`config.mk`:
```
export PLATFORM = sky130hd
export DESIGN_NAME = smd_front_flat
export DESIGN_NICKNAME = d
export VERILOG_FILES = /design/src/hw/rtl/smd_pkg.sv /design/src/hw/rtl/smd_if.sv /design/src/hw/rtl/smd_front.sv /design/src/flat_wrapper.sv
export SDC_FILE = /design/constraint.sdc
export NUM_CORES = 1
export LEC_CHECK = 0
export BUFFER_PORTS_ARGS = -buffer_cell sky130_fd_sc_hd__buf_2
export CORE_UTILIZATION = 38
export DETAILED_ROUTE_END_ITERATION = 10
export SYNTH_ARGS = -nofsm -noshare
export SYNTH_HDL_FRONTEND = slang
export SYNTH_SLANG_ARGS = --single-unit
```
`constraint.sdc`:
```
create_clock -name i_clk -period 4 [get_ports i_clk]
set_input_delay 0.2 -clock i_clk [delete_from_list [all_inputs] [get_ports i_clk]]
set_output_delay 0.2 -clock i_clk [all_outputs]
set_load 0.005 [all_outputs]
```
`src/hw/rtl/smd_pkg.sv`:
```
// Shared types, constants and float32 helper functions for the magnitude decimator.
`timescale 1ns / 1ps
package smd_pkg;

    localparam int MaxRow   = 4096;
    localparam int MaxGroup = 256;
    localparam int QDepth   = 4;
    localparam int QPtrW    = $clog2(QDepth);

    localparam logic [31:0] ScaleReset   = 32'h42c8_0000;
    localparam logic [31:0] FloatNan     = 32'h7fc0_0000;
    localparam logic [31:0] FloatInf     = 32'h7f80_0000;
    localparam logic [31:0] HalfMaxFloat = 32'h477f_e000;

    typedef enum logic [2:0] {
        CFG_SCALE        = 3'd0,
        CFG_ROW_LENGTH   = 3'd1,
        CFG_FIRST_COLUMN = 3'd2,
        CFG_GROUP_SIZE   = 3'd3,
        CFG_OUTPUT_COUNT = 3'd4,
        CFG_HALF_OUTPUT  = 3'd5
    } t_cfg_idx;

    typedef enum logic [1:0] {
        FC_NUM  = 2'd0,
        FC_ZERO = 2'd1,
        FC_INF  = 2'd2,
        FC_NAN  = 2'd3
    } t_fcls;

    typedef struct packed {
        logic [31:0] real_bits;
        logic [31:0] imag_bits;
        logic        act;
        logic        close;
        logic        row_end;
    } t_item;

    typedef struct packed {
        logic [31:0] scale;
        logic        half;
    } t_cfg_view;

    typedef struct packed {
        logic               sign;
        t_fcls              cls;
        logic [47:0]        prod;
        logic signed [10:0] esum;
    } t_mpre;

    function automatic t_mpre fmul_pre(logic [31:0] a, logic [31:0] b);
        t_mpre       r;
        logic [7:0]  ea;
        logic [7:0]  eb;
        logic [7:0]  ea1;
        logic [7:0]  eb1;
        logic        a_nan;
        logic        b_nan;
        logic        a_inf;
        logic        b_inf;
        logic        a_z;
        logic        b_z;
        logic [23:0] ma;
        logic [23:0] mb;
        ea    = a[30:23];
        eb    = b[30:23];
        a_nan = (ea == 8'hff) && (a[22:0] != 23'd0);
        b_nan = (eb == 8'hff) && (b[22:0] != 23'd0);
        a_inf = (ea == 8'hff) && (a[22:0] == 23'd0);
        b_inf = (eb == 8'hff) && (b[22:0] == 23'd0);
        a_z   = (a[30:0] == 31'd0);
        b_z   = (b[30:0] == 31'd0);
        ea1   = (ea == 8'd0) ? 8'd1 : ea;
        eb1   = (eb == 8'd0) ? 8'd1 : eb;
        ma    = {ea != 8'd0, a[22:0]};
        mb    = {eb != 8'd0, b[22:0]};
        r.sign = a[31] ^ b[31];
        r.prod = ma * mb;
        r.esum = $signed({3'b000, ea1}) + $signed({3'b000, eb1}) - 11'sd126;
        if (a_nan || b_nan || (a_inf && b_z) || (b_inf && a_z)) begin
            r.cls = FC_NAN;
        end else if (a_inf || b_inf) begin
            r.cls = FC_INF;
        end else if (a_z || b_z) begin
            r.cls = FC_ZERO;
        end else begin
            r.cls = FC_NUM;
        end
        return r;
    endfunction

    function automatic logic [31:0] fmul_post(t_mpre p);
        logic [5:0]         lz;
        logic [47:0]        pn;
        logic [47:0]        sh;
        logic [47:0]        mask;
        logic signed [11:0] e;
        logic signed [11:0] amt;
        logic [5:0]         rs;
        logic [7:0]         ef;
        logic               st;
        logic [23:0]        m;
        logic               g;
        logic               s;
        logic [24:0]        mr;
        logic [30:0]        mag;
        logic [31:0]        res;
        lz = 6'd0;
        for (int i = 0; i < 48; i++) begin
            if (p.prod[i]) lz = 6'(47 - i);
        end
        pn = p.prod << lz;
        e  = {p.esum[10], p.esum} - $signed({6'b000000, lz});
        st = 1'b0;
        sh = pn;
        ef = e[7:0];
        if (e < 12'sd1) begin
            amt  = 12'sd1 - e;
            rs   = (amt > 12'sd48) ? 6'd48 : amt[5:0];
            mask = ~({48{1'b1}} << rs);
            st   = |(pn & mask);
            sh   = pn >> rs;
            ef   = 8'd1;
        end
        m   = sh[47:24];
        g   = sh[23];
        s   = (|sh[22:0]) | st;
        mr  = {1'b0, m} + {24'd0, g & (s | m[0])};
        mag = {ef - 8'd1, 23'd0} + {6'd0, mr};
        case (p.cls)
            FC_NAN:  res = FloatNan;
            FC_INF:  res = {p.sign, FloatInf[30:0]};
            FC_ZERO: res = {p.sign, 31'd0};
            default: begin
                if (e > 12'sd254) res = {p.sign, FloatInf[30:0]};
                else res = {p.sign, mag};
            end
        endcase
        return res;
    endfunction

    // Operands are squares, so both signs are clear.
    function automatic logic [31:0] fadd_pos(logic [31:0] a, logic [31:0] b);
        logic [30:0] x;
        logic [30:0] y;
        logic [7:0]  ex1;
        logic [7:0]  ey1;
        logic [7:0]  d;
        logic [23:0] mx;
        logic [23:0] my;
        logic [49:0] ext;
        logic [49:0] sh;
        logic        so;
        logic [26:0] xa;
        logic [26:0] ya;
        logic [27:0] sum;
        logic [26:0] sn;
        logic [8:0]  e;
        logic [23:0] m;
        logic        g;
        logic        s;
        logic [24:0] mr;
        logic [30:0] mag;
        logic [31:0] res;
        if (a[30:0] < b[30:0]) begin
            x = b[30:0];
            y = a[30:0];
        end else begin
            x = a[30:0];
            y = b[30:0];
        end
        ex1 = (x[30:23] == 8'd0) ? 8'd1 : x[30:23];
        ey1 = (y[30:23] == 8'd0) ? 8'd1 : y[30:23];
        d   = ex1 - ey1;
        mx  = {x[30:23] != 8'd0, x[22:0]};
        my  = {y[30:23] != 8'd0, y[22:0]};
        ext = {my, 26'd0};
        sh  = ext >> d;
        so  = |(ext & ~({50{1'b1}} << d));
        xa  = {mx, 3'b000};
        ya  = {sh[49:24], (|sh[23:0]) | so};
        sum = {1'b0, xa} + {1'b0, ya};
        if (sum[27]) begin
            sn = {sum[27:2], sum[1] | sum[0]};
            e  = {1'b0, ex1} + 9'd1;
        end else begin
            sn = sum[26:0];
            e  = {1'b0, ex1};
        end
        m   = sn[26:3];
        g   = sn[2];
        s   = |sn[1:0];
        mr  = {1'b0, m} + {24'd0, g & (s | m[0])};
        mag = {e[7:0] - 8'd1, 23'd0} + {6'd0, mr};
        if (((a[30:23] == 8'hff) && (a[22:0] != 23'd0)) ||
            ((b[30:23] == 8'hff) && (b[22:0] != 23'd0))) begin
            res = FloatNan;
        end else if ((a[30:23] == 8'hff) || (b[30:23] == 8'hff) || (e > 9'd254)) begin
            res = FloatInf;
        end else begin
            res = {1'b0, mag};
        end
        return res;
    endfunction

    function automatic logic [15:0] to_half_sat(logic [31:0] v);
        logic [31:0] c;
        logic [7:0]  e;
        logic [22:0] m;
        logic [14:0] hb;
        logic [12:0] rem;
        logic [7:0]  shf;
        logic [23:0] m24;
        logic [23:0] hs;
        logic [23:0] rs;
        logic [23:0] mid;
        logic [15:0] h;
        if (v[31] || ((v[30:23] == 8'hff) && (v[22:0] != 23'd0))) begin
            c = 32'd0;
        end else if (v[30:0] > HalfMaxFloat[30:0]) begin
            c = HalfMaxFloat;
        end else begin
            c = v;
        end
        e = c[30:23];
        m = c[22:0];
        if (c == 32'd0) begin
            h = 16'd0;
        end else if (e >= 8'd113) begin
            hb  = {5'(e - 8'd112), m[22:13]};
            rem = m[12:0];
            if ((rem > 13'h1000) || ((rem == 13'h1000) && hb[0])) h = {1'b0, hb} + 16'd1;
            else h = {1'b0, hb};
        end else begin
            shf = 8'd126 - e;
            m24 = {1'b1, m};
            hs  = m24 >> shf;
            rs  = m24 & ~({24{1'b1}} << shf);
            mid = 24'd1 << (shf - 8'd1);
            if (shf >= 8'd25) h = 16'd0;
            else if ((rs > mid) || ((rs == mid) && hs[0])) h = hs[15:0] + 16'd1;
            else h = hs[15:0];
        end
        return h;
    endfunction

endpackage

```
`src/hw/rtl/smd_if.sv`:
```
// Request channel interfaces for element input and pooled result output.
`timescale 1ns / 1ps
interface smd_in_if;
    logic        valid;
    logic        ready;
    logic [31:0] real_bits;
    logic [31:0] imag_bits;
    modport source (output valid, output real_bits, output imag_bits, input ready);
    modport sink   (input valid, input real_bits, input imag_bits, output ready);
endinterface


```
`src/hw/rtl/smd_front.sv`:
```
// Front end: configuration registers, row and group bookkeeping, request classification.
`timescale 1ns / 1ps
module smd_front
    import smd_pkg::*;
(
    input  logic          i_clk,
    input  logic          i_rst_n,
    smd_in_if.sink        i_in,
    input  logic          i_cfg_we,
    input  logic [2:0]    i_cfg_idx,
    input  logic [31:0]   i_cfg_data,
    input  logic          i_q_full,
    output logic          o_push,
    output t_item         o_item,
    output t_cfg_view     o_cfg
);
    logic [31:0] r_scale;
    logic [12:0] r_row_length;
    logic [11:0] r_first_column;
    logic [8:0]  r_group_size;
    logic [12:0] r_output_count;
    logic        r_half;
    logic [11:0] r_col;
    logic [7:0]  r_fill;
    logic [12:0] r_done;

    logic [12:0] rl;
    logic [8:0]  gs;
    logic        accept;
    logic        last;
    logic        act;
    logic [8:0]  fill_inc;
    logic [12:0] done_inc;
    logic        close;

    always_comb begin
        rl = r_row_length;
        if (rl == 13'd0) rl = 13'd1;
        if (rl > 13'(MaxRow)) rl = 13'(MaxRow);
        gs = r_group_size;
        if (gs == 9'd0) gs = 9'd1;
        if (gs > 9'(MaxGroup)) gs = 9'(MaxGroup);
    end

    assign i_in.ready = !i_q_full;
    assign accept     = i_in.valid && !i_q_full;
    assign last       = ({1'b0, r_col} + 13'd1) >= rl;
    assign act        = (r_col >= r_first_column) && (r_done < r_output_count);
    assign fill_inc   = {1'b0, r_fill} + 9'd1;
    assign done_inc   = r_done + 13'd1;
    assign close      = (fill_inc >= gs) || last;

    assign o_push            = accept && (act || last);
    assign o_item.real_bits  = i_in.real_bits;
    assign o_item.imag_bits  = i_in.imag_bits;
    assign o_item.act        = act;
    assign o_item.close      = act && close;
    assign o_item.row_end    = last || (done_inc == r_output_count);
    assign o_cfg.scale       = r_scale;
    assign o_cfg.half        = r_half;

    always_ff @(posedge i_clk) begin
        if (!i_rst_n) begin
            r_scale        <= ScaleReset;
            r_row_length   <= 13'(MaxRow);
            r_first_column <= '0;
            r_group_size   <= 9'd1;
            r_output_count <= 13'(MaxRow);
            r_half         <= 1'b1;
        end else if (i_cfg_we) begin
            case (t_cfg_idx'(i_cfg_idx))
                CFG_SCALE:        r_scale        <= i_cfg_data;
                CFG_ROW_LENGTH:   r_row_length   <= i_cfg_data[12:0];
                CFG_FIRST_COLUMN: r_first_column <= i_cfg_data[11:0];
                CFG_GROUP_SIZE:   r_group_size   <= i_cfg_data[8:0];
                CFG_OUTPUT_COUNT: r_output_count <= i_cfg_data[12:0];
                CFG_HALF_OUTPUT:  r_half         <= i_cfg_data[0];
                default:          r_half         <= r_half;
            endcase
        end
    end

    always_ff @(posedge i_clk) begin
        if (!i_rst_n) begin
            r_col  <= '0;
            r_fill <= '0;
            r_done <= '0;
        end else if (accept) begin
            if (last) begin
                r_col  <= '0;
                r_fill <= '0;
                r_done <= '0;
            end else begin
                r_col <= r_col + 12'd1;
                if (act) begin
                    if (close) begin
                        r_fill <= '0;
                        r_done <= done_inc;
                    end else begin
                        r_fill <= fill_inc[7:0];
                    end
                end
            end
        end
    end
endmodule

```
`src/flat_wrapper.sv`:
```
// flat-port wrapper written by rule: the top's interface ports become plain ports
module smd_front_flat import smd_pkg::*;
  (i_clk, i_rst_n, i_cfg_we, i_cfg_idx, i_cfg_data, i_q_full, o_push, o_item, o_cfg, i_in_valid, i_in_real_bits, i_in_imag_bits, i_in_ready);
  smd_in_if i_in_i ();
  input  logic i_clk;
  input  logic i_rst_n;
  input  logic i_cfg_we;
  input  logic [2:0] i_cfg_idx;
  input  logic [31:0] i_cfg_data;
  input  logic i_q_full;
  output logic o_push;
  output t_item o_item;
  output t_cfg_view o_cfg;
  input wire logic [$bits(i_in_i.valid)-1:0] i_in_valid;
  input wire logic [$bits(i_in_i.real_bits)-1:0] i_in_real_bits;
  input wire logic [$bits(i_in_i.imag_bits)-1:0] i_in_imag_bits;
  output wire logic [$bits(i_in_i.ready)-1:0] i_in_ready;
  assign i_in_i.valid = i_in_valid;
  assign i_in_i.real_bits = i_in_real_bits;
  assign i_in_i.imag_bits = i_in_imag_bits;
  assign i_in_ready = i_in_i.ready;
  smd_front u_core (.i_clk(i_clk), .i_rst_n(i_rst_n), .i_in(i_in_i), .i_cfg_we(i_cfg_we), .i_cfg_idx(i_cfg_idx), .i_cfg_data(i_cfg_data), .i_q_full(i_q_full), .o_push(o_push), .o_item(o_item), .o_cfg(o_cfg));
endmodule
```
==> results_tabular.tex, run 1 <==
\begin{tabular}{lr}
\hline
Metric & Value \\
\hline
\multicolumn{2}{l}{\textbf{Setup path}} \\
Cell count of the worst reg-to-reg path & 14 \\
Nature of the critical path startpoint & flop \\
Type of destination of the critical path & output pin \\
Arr. time, crit path & 3500 ps \\
Worst path required time & 3800 ps \\
Peak fanout along the critical path & 7 \\
Type of the worst setup path & reg2out \\
\multicolumn{2}{l}{\textbf{Clocking}} \\
Cts bufs inserted & 17 \\
Clock Tree Root & sky130\_fd\_sc\_hd\_\_clkbuf\_16 \\
Clk sink count & 113 \\
Clock slew at the register clock pins of the worst setup and hold paths & 60 ps \\
Clk buf depth & 2 \\
Clock network latency to the later pin of the worst-skew pair & approximately 420 ps \\
TritonCTS clock tree & yes \\
H-tree level count & 4 \\
\multicolumn{2}{l}{\textbf{STA}} \\
Max-slew headroom & 25.0\% \\
Worst-margin pin slew & 1120 ps \\
Accumulated negative setup slack & 0 ps \\
Number of failing setup endpoints in the final timing report & 0 \\
Final max-slew violation count & 0 \\
Maximum achievable frequency & 0.270 GHz \\
Setup repair after global routing missed its margin & false \\
Share of the clock period used by the worst path after layout & between 90\% and 100\% \\
Minimum clock period & 3700 ps \\
Setup Skew & 6.68 ps \\
Hold Fails Final Rpt & 0 \\
\multicolumn{2}{l}{\textbf{Synthesis}} \\
Number of synthesized register bits & 113 \\
Syn avg cell area & between 7 and 8 um2 \\
Instance count of the mapped netlist & 873 \\
Number of nets produced by synthesis & between 1k and 1.5k \\
Number of distinct library cell variants in the gate-level netlist after synthesis & 55 \\
Synthesized cell area & 0.00671 mm2 \\
Post-synth EDFFs & 0 \\
Number of warnings issued by yosys & 0 \\
Register area share after synthesis & approximately a third \\
Flip-flop cell with the highest count after synthesis & sky130\_fd\_sc\_hd\_\_dfxtp\_1 \\
Fraction of synthesis flops using an asynchronous set or reset pin & 0\% \\
\multicolumn{2}{l}{\textbf{Drt}} \\
Vias per std cell & 5.19 \\
Total via count in the routed design & 5799 \\
Number of iterations in the first detailed-routing pass & 4 \\
Post-Route WL & around 17000 um \\
DRC & 0 \\
First-iteration detailed-routing DRC count & $\sim$360 \\
Number of nets with antenna violations after detailed routing & 0 \\
Wire length per cell & 15.3 um \\
\multicolumn{2}{l}{\textbf{Power and ir drop}} \\
Int Power & roughly 0.0023 W \\
Leakage power summed over all cells & 3.00 nW \\
Maximum ir drop on the vdd rail & 0.000358 V \\
Total net switching power & 0.000758 W \\
Flop pwr share & between 30\% and 40\% \\
Fraction of power spent switching nets & 25.2\% \\
Pwr Density & 402 mW/mm2 \\
Clock network fraction of total power & a little over half \\
Part of the total power dissipated in combinational logic & 8.6\% \\
\multicolumn{2}{l}{\textbf{Floorplanning}} \\
Die Width & 135 um \\
I/O Pins & 206 \\
Starting density of the core & 38.9\% \\
Placeable core region & 0.0172 mm2 \\
DIE HEIGHT & 135 um \\
Area enclosed by the die boundary & 0.0182 mm2 \\
Row cnt & 48 \\
\multicolumn{2}{l}{\textbf{Global route}} \\
Global-route layer with the greatest usage & met2 \\
Global-route wire length before repair & 27900 um \\
Number of global-route vias before repair & 5302 \\
Met3 global-route usage & under 10\% \\
Global-route met1 utilization & 28.4\% \\
Congestion Overflow GR & 0 \\
Maximum number of pins on one net before global-route repair & 52 \\
Met2 Use GR & 28.6\% \\
Antenna violations before repair & 0 \\
Overall global routing resource usage & between 10\% and 20\% \\
\multicolumn{2}{l}{\textbf{Place}} \\
Cell count after placement & 1079 \\
Count of input and output buffers & 77 \\
Global placer's final weighted congestion & 0.856 \\
HPWL after DPL & 12000 um \\
\multicolumn{2}{l}{\textbf{Hold path}} \\
Kind of path behind the tightest hold check & in2reg \\
Worst hold stages & 3 \\
\multicolumn{2}{l}{\textbf{Cells and area}} \\
Count of inserted antenna diode cells & 0 \\
Area added between synthesis and finish & 11.7\% \\
Filler-free cell count of the finished design & 1118 \\
Final layout net count & 1034 \\
Fraction of final layout cells with drive strength greater than 1 & between 15 and 20\% \\
\multicolumn{2}{l}{\textbf{Run}} \\
Max-cap violation count & 0 \\
\multicolumn{2}{l}{\textbf{Run status}} \\
Run status & completed \\
\hline
\end{tabular}
## timing repair
action                                 CTS  global route
hold buffers                             5             0
endpoints found under the hold margin    5             0
pin swaps                                0             1
resized for setup                        1             5
buffers inserted                         0             2
setup endpoints to repair                2             2
## flip-flops by register name, summed over array words and instances (netlist names)
register	cells
u_core.r_group_size	9
u_core.r_done	13
u_core.r_scale	32
u_core.r_first_column	12
u_core.r_half	1
u_core.r_col	12
u_core.r_output_count	13
u_core.r_row_length	13
u_core.r_fill	8
## power by group through the flow
stage	registers, W	logic (W)	clock network [W]
after floorplan	0.00118	0.000213	0
after global placement	0.00119	0.000251	0
after detailed placement	0.00119	0.000251	0
after CTS	0.00116	0.000257	0.00161
after global routing	0.00117	0.000287	0.00166
final	0.00116	0.000258	0.00159
## logic make-up (layout without fill, tap and decap cells)
group,after synthesis,in the layout,synth area share [%]
multiplexers,4,4,0.597
buffers and inverters,137,157,11.5
AO/OA/AOI/OAI,169,169,15.0
adder cells (fa/ha/maj),50,50,9.33
AND/OR/NAND/NOR,364,364,25.1
XOR/XNOR,36,36,4.70
flip-flops,113,113,33.7
## through the flow
step | setup WS, ps | instance area [um2] | power, W | hold slack [ps] | util, %
floorplan | 803 | 6710 | 0.00140 | 324 | -
global placement | 365 | 6790 | 0.00144 | 400 | 39.4
detailed placement | 307 | 6790 | 0.00144 | 400 | 39.4
CTS | 59.2 | 7460 | 0.00303 | 2.17 | 43.3
global route | 10.7 | 7490 | 0.00311 | 4.82 | 43.5
finish | 300 | 7490 | 0.00301 | 15.6 | 43.5
## path summary, 6_finish.rpt
check | from | endpoint | slack (ps)
max | u_core.r_col[2] | o_push | 300
min | i_cfg_data[20] | u_core.r_scale[20] | 20
max reg2reg | u_core.r_col[2] | u_core.r_done[11] | 600
min reg2reg | u_core.r_scale[26] | u_core.r_scale[26] | 450
## critical path, stage by stage, from the launching register on
cell	delay, ps
sky130_fd_sc_hd__dfxtp_1	400
sky130_fd_sc_hd__and3_2	260
sky130_fd_sc_hd__and3_1	240
sky130_fd_sc_hd__nand3_1	210
sky130_fd_sc_hd__nor2b_2	170
sky130_fd_sc_hd__xor2_1	230
sky130_fd_sc_hd__ha_1	280
sky130_fd_sc_hd__nand4_1	200
sky130_fd_sc_hd__inv_1	80
sky130_fd_sc_hd__a21oi_2	200
sky130_fd_sc_hd__o31ai_4	140
sky130_fd_sc_hd__buf_4	190
sky130_fd_sc_hd__a21oi_4	210
sky130_fd_sc_hd__nor2_1	120
sky130_fd_sc_hd__buf_2	150
## layout by cell type, fill, tap and decap left out, types with 5 or more instances in the layout
cell type	count
sky130_fd_sc_hd__xnor2_1	19
sky130_fd_sc_hd__buf_4	10
sky130_fd_sc_hd__clkbuf_16	17
sky130_fd_sc_hd__a21oi_1	100
sky130_fd_sc_hd__nand2_1	223
sky130_fd_sc_hd__nor2_1	19
sky130_fd_sc_hd__nor2b_1	10
sky130_fd_sc_hd__dlygate4sd3_1	5
sky130_fd_sc_hd__o2111ai_1	6
sky130_fd_sc_hd__nor3_1	14
sky130_fd_sc_hd__dfxtp_1	113
sky130_fd_sc_hd__and3_1	8
sky130_fd_sc_hd__o21ai_0	14
sky130_fd_sc_hd__o211ai_1	6
sky130_fd_sc_hd__nand4_1	14
sky130_fd_sc_hd__inv_1	30
sky130_fd_sc_hd__buf_2	77
sky130_fd_sc_hd__a31oi_1	11
sky130_fd_sc_hd__ha_1	50
sky130_fd_sc_hd__xor2_1	17
sky130_fd_sc_hd__nand3_1	33
sky130_fd_sc_hd__or4_1	7
sky130_fd_sc_hd__a21o_1	8
sky130_fd_sc_hd__nand3b_1	6
## layout make-up
type                            instances  area [um2]
Timing Repair Buffer                   92         510
Tap cell                              225         282
Fill cell                            1734        9750
Inverter                               33         124
Clock buffer                           20         457
Multi-Input combinational cell        623        3700
Sequential cell                       113        2260
Clock inverter                         12         158
## Yosys cell counts, types with 4 or more instances
| master | count | area, um2 |
|---|---|---|
| sky130_fd_sc_hd__o21ai_0 | 14 | 70.1 |
| sky130_fd_sc_hd__a21o_1 | 8 | 60.1 |
| sky130_fd_sc_hd__inv_1 | 30 | 113 |
| sky130_fd_sc_hd__nand2b_1 | 4 | 25.0 |
| sky130_fd_sc_hd__o2111ai_1 | 6 | 52.6 |
| sky130_fd_sc_hd__xnor2_1 | 19 | 166 |
| sky130_fd_sc_hd__clkbuf_1 | 34 | 128 |
| sky130_fd_sc_hd__o21ai_1 | 4 | 20.0 |
| sky130_fd_sc_hd__mux2i_1 | 4 | 40.0 |
| sky130_fd_sc_hd__dfxtp_1 | 113 | 2260 |
| sky130_fd_sc_hd__nor2_1 | 19 | 71.3 |
| sky130_fd_sc_hd__o41ai_1 | 4 | 35.0 |
| sky130_fd_sc_hd__xor2_1 | 17 | 149 |
| sky130_fd_sc_hd__buf_4 | 66 | 495 |
| sky130_fd_sc_hd__nand3b_1 | 6 | 45.0 |
| sky130_fd_sc_hd__a31oi_1 | 11 | 68.8 |
| sky130_fd_sc_hd__or3_1 | 4 | 25.0 |
| sky130_fd_sc_hd__or4_1 | 7 | 52.6 |
| sky130_fd_sc_hd__nand2_1 | 223 | 837 |
| sky130_fd_sc_hd__nor4_1 | 4 | 25.0 |
| sky130_fd_sc_hd__a21oi_1 | 101 | 505 |
| sky130_fd_sc_hd__nor3_1 | 15 | 75.1 |
| sky130_fd_sc_hd__nand4_1 | 14 | 87.6 |
| sky130_fd_sc_hd__ha_1 | 50 | 626 |
| sky130_fd_sc_hd__nor2b_1 | 11 | 68.8 |
| sky130_fd_sc_hd__o211ai_1 | 6 | 45.0 |
| sky130_fd_sc_hd__and3_1 | 10 | 62.6 |
| sky130_fd_sc_hd__nand3_1 | 33 | 165 |
## per-layer routing
layer  part of all wire (%)  wire (um)
met1                     50       8650
met2                     43       7350
met3                    5.5        950
met4                    1.1        189
met5                      0          0
Power figures use the tool's default switching activity.
==> run 2, diff against run 1 <==
Settings changed: CORE_UTILIZATION 38 to 35.
==> results_tabular.tex, run 2 (same netlist as run 1, synthesis figures left out) <==
\begin{tabular}{lr}
\hline
Metric & Value \\
\hline
\multicolumn{2}{l}{\textbf{Run status}} \\
Run status & completed \\
\multicolumn{2}{l}{\textbf{Setup path}} \\
Nature of the critical path startpoint & flop \\
Arr. time, crit path & 3640 ps \\
Slowest stage cell on the critical path & sky130\_fd\_sc\_hd\_\_dfxtp\_1 \\
Worst path required time & 3800 ps \\
Largest delay share family, worst path & compound AO/OA/AOI/OAI gates \\
Series of cell instances along the critical path & ha\_1, and3\_1, and3\_2, nand3\_1, xnor2\_1, ha\_1, a21oi\_1, o21ai\_0, a21oi\_2, o31ai\_4, buf\_4, a21oi\_4, nor2\_1, buf\_2 \\
Type of the worst setup path & reg2out \\
Cell mode on critical path & sky130\_fd\_sc\_hd\_\_ha\_1 \\
Worst reg2reg setup slack & 480 ps \\
Critical R2R Launch & u\_core.r\_col[1] \\
Worst reg2reg endpoint & u\_core.r\_done[11] \\
Cell count of the worst reg-to-reg path & 14 \\
Peak fanout along the critical path & 12 \\
Count of buffering cells on the critical path with inverters included & 2 \\
Cell depth of the worst setup path & 14 \\
Worst stage delay on the critical path & 370 ps \\
Type of destination of the critical path & output pin \\
\multicolumn{2}{l}{\textbf{Floorplanning}} \\
Placeable core region & between 0.015 and 0.02 mm2 \\
Area enclosed by the die boundary & 0.0197 mm2 \\
Starting density of the core & 35.7\% \\
Row cnt & 50 \\
Die Width & 140 um \\
DIE HEIGHT & 140 um \\
I/O Pins & 206 \\
\multicolumn{2}{l}{\textbf{Power and ir drop}} \\
Fraction of power spent switching nets & 26.0\% \\
Flop pwr share & 38.6\% \\
Total net switching power & 0.000783 W \\
Part of the total power dissipated in combinational logic & 8.9\% \\
Pwr Density & 395 mW/mm2 \\
Clock network fraction of total power & between 50 and 60\% \\
Int Power & 0.00223 W \\
Maximum ir drop on the vdd rail & 0.000345 V \\
Leakage power summed over all cells & 3.04 nW \\
Total power consumption of the routed design & 0.00301 W \\
\multicolumn{2}{l}{\textbf{Cells and area}} \\
Total area of multi-input combinational cells & 0.00370 mm2 \\
Fraction of final layout cells with drive strength greater than 1 & 14.9\% \\
Count of inserted antenna diode cells & 0 \\
Sequential Area & approximately 0.0023 mm2 \\
Post-Route Utilization & 40.6\% \\
Largest register FFs & 32 \\
Register with the highest flop count & u\_core.r\_scale \\
Final layout net count & 1046 \\
Area added between synthesis and finish & 13.7\% \\
Most common library cell in the layout ignoring fill and taps & sky130\_fd\_sc\_hd\_\_nand2\_1 \\
Fill cell count & 1910 \\
Post-route cell area & 0.00762 mm2 \\
Leading cell types in the layout, fill and taps excluded & sky130\_fd\_sc\_hd\_\_nand2\_1 (223), sky130\_fd\_sc\_hd\_\_dfxtp\_1 (113), sky130\_fd\_sc\_hd\_\_a21oi\_1 (100), sky130\_fd\_sc\_hd\_\_buf\_2 (77), sky130\_fd\_sc\_hd\_\_ha\_1 (50) \\
\multicolumn{2}{l}{\textbf{Global route}} \\
Congestion Overflow GR & 0 \\
Overall global routing resource usage & 19.0\% \\
Met2 Use GR & between 20 and 30\% \\
Global-route layer with the greatest usage & met2 \\
Maximum number of pins on one net before global-route repair & 60 \\
Antenna violations before repair & 0 \\
Met3 global-route usage & 4.82\% \\
Global-route met1 utilization & 26.2\% \\
Number of global-route vias before repair & 5581 \\
Global-route wire length before repair & 29100 um \\
\multicolumn{2}{l}{\textbf{Place}} \\
Post-DP Area & 0.00680 mm2 \\
Global placer's final weighted congestion & 0.845 \\
Count of input and output buffers & 77 \\
HPWL after DPL & 12400 um \\
\multicolumn{2}{l}{\textbf{STA}} \\
Setup Skew & 7.79 ps \\
Maximum achievable frequency & between 0.2 and 0.3 GHz \\
Max-slew headroom & 24.6\% \\
Accumulated negative setup slack & 0 ps \\
Final max-slew violation count & 0 \\
Worst-margin pin slew & 1130 ps \\
Share of the clock period used by the worst path after layout & 95.9\% \\
Hold WS & 55.7 ps \\
Number of failing setup endpoints in the final timing report & 0 \\
Hold Fails Final Rpt & 0 \\
Minimum clock period & 3840 ps \\
\multicolumn{2}{l}{\textbf{Drt}} \\
First-iteration detailed-routing DRC count & $\sim$300 \\
Number of iterations in the first detailed-routing pass & 5 \\
Total via count in the routed design & 5903 \\
Vias per std cell & between 5 and 6 \\
Number of nets with antenna violations after detailed routing & 0 \\
Wire length per cell & 15.7 um \\
Post-Route WL & 17900 um \\
DRC & 0 \\
\multicolumn{2}{l}{\textbf{Clocking}} \\
TritonCTS clock tree & yes \\
Cts bufs inserted & 17 \\
Clk buf depth & 2 \\
Clock Tree Root & sky130\_fd\_sc\_hd\_\_clkbuf\_16 \\
Clk sink count & 113 \\
Number of post-CTS setup repair buffers & 0 \\
Clock slew at the register clock pins of the worst setup and hold paths & 60 ps \\
Clock network latency to the later pin of the worst-skew pair & 430 ps \\
H-tree level count & 4 \\
\multicolumn{2}{l}{\textbf{Hold path}} \\
Kind of path behind the tightest hold check & in2reg \\
Worst hold stages & 3 \\
Endpoint, Worst Hold & u\_core.r\_scale[12] \\
Hold path startpoint & i\_cfg\_data[12] \\
\multicolumn{2}{l}{\textbf{Run}} \\
Max-cap violation count & 0 \\
\hline
\end{tabular}
[run 2: how the worst max path moves through the flow]
stage,from,to
floorplan,u_core.r_col[0],u_core.r_done[2]
global placement,u_core.r_col[0],o_push
detailed placement,u_core.r_col[0],u_core.r_done[11]
CTS,u_core.r_col[0],o_push
global route,u_core.r_col[2],o_push
finish,u_core.r_col[1],o_push
[run 2: metal layers]
metal | up-vias | wire length, um | part of all wire, %
met5 | - | 0 | 0
met1 | 2714 | 8770 | 49
met3 | 21 | 1160 | 6.5
met2 | 191 | 7670 | 43
li1 | 2977 | - | -
met4 | 0 | 279 | 1.6
[run 2: cell type report]
class | instances | share of cell area [%]
clock buffer | 17 | 5.58
clock inverter | 15 | 2.40
sequential | 113 | 29.7
multi-input combinational | 623 | 48.5
tap | 234 | 3.84
timing repair buffer | 104 | 8.34
inverter | 33 | 1.63
[run 2: power groups by stage]
| stage | combinational (W) | sequential (W) | clock (W) |
|---|---|---|---|
| after CTS | 0.000267 | 0.00116 | 0.00161 |
| after global routing | 0.000301 | 0.00117 | 0.00165 |
| final | 0.000269 | 0.00116 | 0.00158 |
| after floorplan | 0.000213 | 0.00118 | 0 |
| after global placement | 0.000250 | 0.00119 | 0 |
| after detailed placement | 0.000252 | 0.00119 | 0 |
[run 2: timing repair]
action / CTS / global route
endpoints found under the setup margin: 0 / 2
hold endpoints to repair: 19 / 0
resized for setup: 0 / 6
hold buffers: 19 / 0
[run 2: stage by stage]
step	setup slack, ps	instances
after floorplan	803	873
after global routing	-58.2	1139
after detailed placement	475	1088
after CTS	70.9	1139
final	164	1139
after global placement	587	1088
[run 2: worst register-to-register path, stage by stage (launching register included)]
cell and delay (ps):
sky130_fd_sc_hd__dfxtp_1 370, sky130_fd_sc_hd__ha_1 230, sky130_fd_sc_hd__and3_1 240, sky130_fd_sc_hd__and3_2 270
sky130_fd_sc_hd__nand3_1 160, sky130_fd_sc_hd__xnor2_1 180, sky130_fd_sc_hd__ha_1 330, sky130_fd_sc_hd__a21oi_1 120
sky130_fd_sc_hd__o21ai_0 140, sky130_fd_sc_hd__a21oi_2 250, sky130_fd_sc_hd__o31ai_4 160, sky130_fd_sc_hd__buf_4 220
sky130_fd_sc_hd__or3_1 300, sky130_fd_sc_hd__or3_1 300, sky130_fd_sc_hd__a31oi_1 160
==> run 3, diff against run 2 <==
Settings changed: PLACE_DENSITY set to 0.57.
==> results_tabular.tex, run 3 (same netlist as run 1, synthesis figures left out) <==
\begin{tabular}{lr}
\hline
Metric & Value \\
\hline
\multicolumn{2}{l}{\textbf{Global route}} \\
Number of global-route vias before repair & between 5k and 6k \\
Maximum number of pins on one net before global-route repair & 55 \\
Global-route wire length before repair & 29000 um \\
Overall global routing resource usage & 18.7\% \\
Congestion Overflow GR & 0 \\
Antenna violations before repair & 0 \\
\multicolumn{2}{l}{\textbf{STA}} \\
Number of failing setup endpoints in the final timing report & 0 \\
Final max-slew violation count & 0 \\
Minimum clock period & about 3700 ps \\
Hold Fails Final Rpt & 0 \\
Worst-margin pin slew & 925 ps \\
Share of the clock period used by the worst path after layout & between 90\% and 100\% \\
Accumulated negative setup slack & 0 ps \\
Setup repair after global routing missed its margin & false \\
Setup Skew & $\sim$12 ps \\
Maximum achievable frequency & 0.271 GHz \\
Max-slew headroom & about two fifths \\
\multicolumn{2}{l}{\textbf{Clocking}} \\
TritonCTS clock tree & yes \\
Clk sink count & 113 \\
Clk buf depth & 2 \\
Clock slew at the register clock pins of the worst setup and hold paths & 60 ps \\
H-tree level count & 4 \\
Clock Tree Root & sky130\_fd\_sc\_hd\_\_clkbuf\_16 \\
Cts bufs inserted & 17 \\
Number of post-CTS setup repair buffers & 0 \\
Clock network latency to the later pin of the worst-skew pair & between 400 and 500 ps \\
\multicolumn{2}{l}{\textbf{Drt}} \\
Vias per std cell & between 5 and 6 \\
First-iteration detailed-routing DRC count & 309 \\
DRC & 0 \\
Number of nets with antenna violations after detailed routing & 0 \\
Post-Route WL & 17700 um \\
Wire length per cell & 15.6 um \\
Total via count in the routed design & around 5.8k \\
Number of iterations in the first detailed-routing pass & 4 \\
\multicolumn{2}{l}{\textbf{Cells and area}} \\
Leading cell types in the layout, fill and taps excluded & sky130\_fd\_sc\_hd\_\_nand2\_1 (223), sky130\_fd\_sc\_hd\_\_dfxtp\_1 (113), sky130\_fd\_sc\_hd\_\_a21oi\_1 (100), sky130\_fd\_sc\_hd\_\_buf\_2 (77), sky130\_fd\_sc\_hd\_\_ha\_1 (50) \\
Most common library cell in the layout ignoring fill and taps & sky130\_fd\_sc\_hd\_\_nand2\_1 \\
Filler-free cell count of the finished design & $\sim$1.1k \\
Fill cell count & slightly below 2k \\
Fraction of final layout cells with drive strength greater than 1 & 14.7\% \\
Register with the highest flop count & u\_core.r\_scale \\
Final layout net count & 1038 \\
Area added between synthesis and finish & 12.8\% \\
Count of inserted antenna diode cells & 0 \\
Largest register FFs & 32 \\
\multicolumn{2}{l}{\textbf{Power and ir drop}} \\
Pwr Density & 405 mW/mm2 \\
Maximum ir drop on the vdd rail & around 0.0003 V \\
Total power consumption of the routed design & 0.00307 W \\
Leakage power summed over all cells & 3.04 nW \\
\multicolumn{2}{l}{\textbf{Setup path}} \\
Type of destination of the critical path & output pin \\
Type of the worst setup path & reg2out \\
Largest delay share family, worst path & simple AND/OR/NAND/NOR gates \\
Peak fanout along the critical path & 9 \\
Slowest stage cell on the critical path & sky130\_fd\_sc\_hd\_\_o31ai\_4 \\
Nature of the critical path startpoint & flop \\
Series of cell instances along the critical path & ha\_1, and3\_1, and3\_1, nand3\_1, xnor2\_1, ha\_1, nand4\_1, o31ai\_4, a21oi\_4, nor2\_1, buf\_2 \\
Worst stage delay on the critical path & roughly 560 ps \\
Worst path required time & approximately 3800 ps \\
Arr. time, crit path & 3490 ps \\
Count of buffering cells on the critical path with inverters included & 1 \\
\multicolumn{2}{l}{\textbf{Run status}} \\
Run status & completed \\
\multicolumn{2}{l}{\textbf{Place}} \\
Cell count after placement & 1089 \\
Global placer's final weighted congestion & 0.827 \\
HPWL after DPL & roughly 12000 um \\
Count of input and output buffers & 77 \\
\multicolumn{2}{l}{\textbf{Floorplanning}} \\
Row cnt & 50 \\
I/O Pins & 206 \\
Die Width & 140 um \\
Starting density of the core & 35.7\% \\
DIE HEIGHT & $\sim$140 um \\
Placeable core region & 0.0188 mm2 \\
Area enclosed by the die boundary & around 0.020 mm2 \\
\multicolumn{2}{l}{\textbf{Hold path}} \\
Kind of path behind the tightest hold check & in2reg \\
\multicolumn{2}{l}{\textbf{Run}} \\
Max-cap violation count & 0 \\
\hline
\end{tabular}
[run 3: power breakdown]
| group | switching [W] | internal [W] |
|---|---|---|
| Combinational | 0.000172 | 0.0000929 |
| Clock | 0.000585 | 0.00105 |
| Sequential | 0.0000167 | 0.00115 |
[run 3: repair_timing]
action | CTS | global route
hold buffers | 10 | 0
endpoints found under the hold margin | 10 | 0
resized for setup | 0 | 2
setup endpoints to repair | 0 | 2
[run 3: path summary, 6_finish.rpt]
kind | start | endpoint | slack, ps | depth (start not counted)
worst max-delay path | u_core.r_col[1] | o_push | 310 | 11
worst min-delay path | i_cfg_data[13] | u_core.r_scale[13] | 10 | 3
worst max register to register | u_core.r_col[2] | u_core.r_done[12] | 640 | 13
worst min register to register | u_core.r_scale[0] | u_core.r_scale[0] | 450 | 2
[run 3: final cells by class]
class | count | area, um2 | area share (%)
Clock buffer | 18 | 429 | 5.67
Sequential cell | 113 | 2260 | 29.9
Tap cell | 234 | 293 | 3.87
Multi-Input combinational cell | 623 | 3690 | 48.7
Timing Repair Buffer | 96 | 566 | 7.48
Clock inverter | 14 | 204 | 2.70
Inverter | 33 | 124 | 1.64
[run 3: stage by stage]
step                      worst slack [ps]  area (um2)  utilization (%)  hold slack, ps
final                                  312        7560             40.3            13.5
after detailed placement               445        6820             36.3             400
after global placement                 544        6820             36.3             400
after CTS                             99.1        7550             40.2            1.06
after global routing                  6.47        7560             40.3           0.352
after floorplan                        803        6710                -             324
[run 3: routing by layer]
metal	vias up	routed length (um)	track usage [%]	part of all wire, %
met5	-	0	0	0
met4	0	161	4.16	0.91
met3	14	1060	5.16	6.0
met2	157	7370	27.8	42
met1	2653	9080	26.7	51
li1	2954	-	-	-
[run 3: tightest hold or removal path: stages]
cell                      delay (ps)
sky130_fd_sc_hd__buf_2           100
sky130_fd_sc_hd__nand2_1          50
sky130_fd_sc_hd__a21oi_1          50
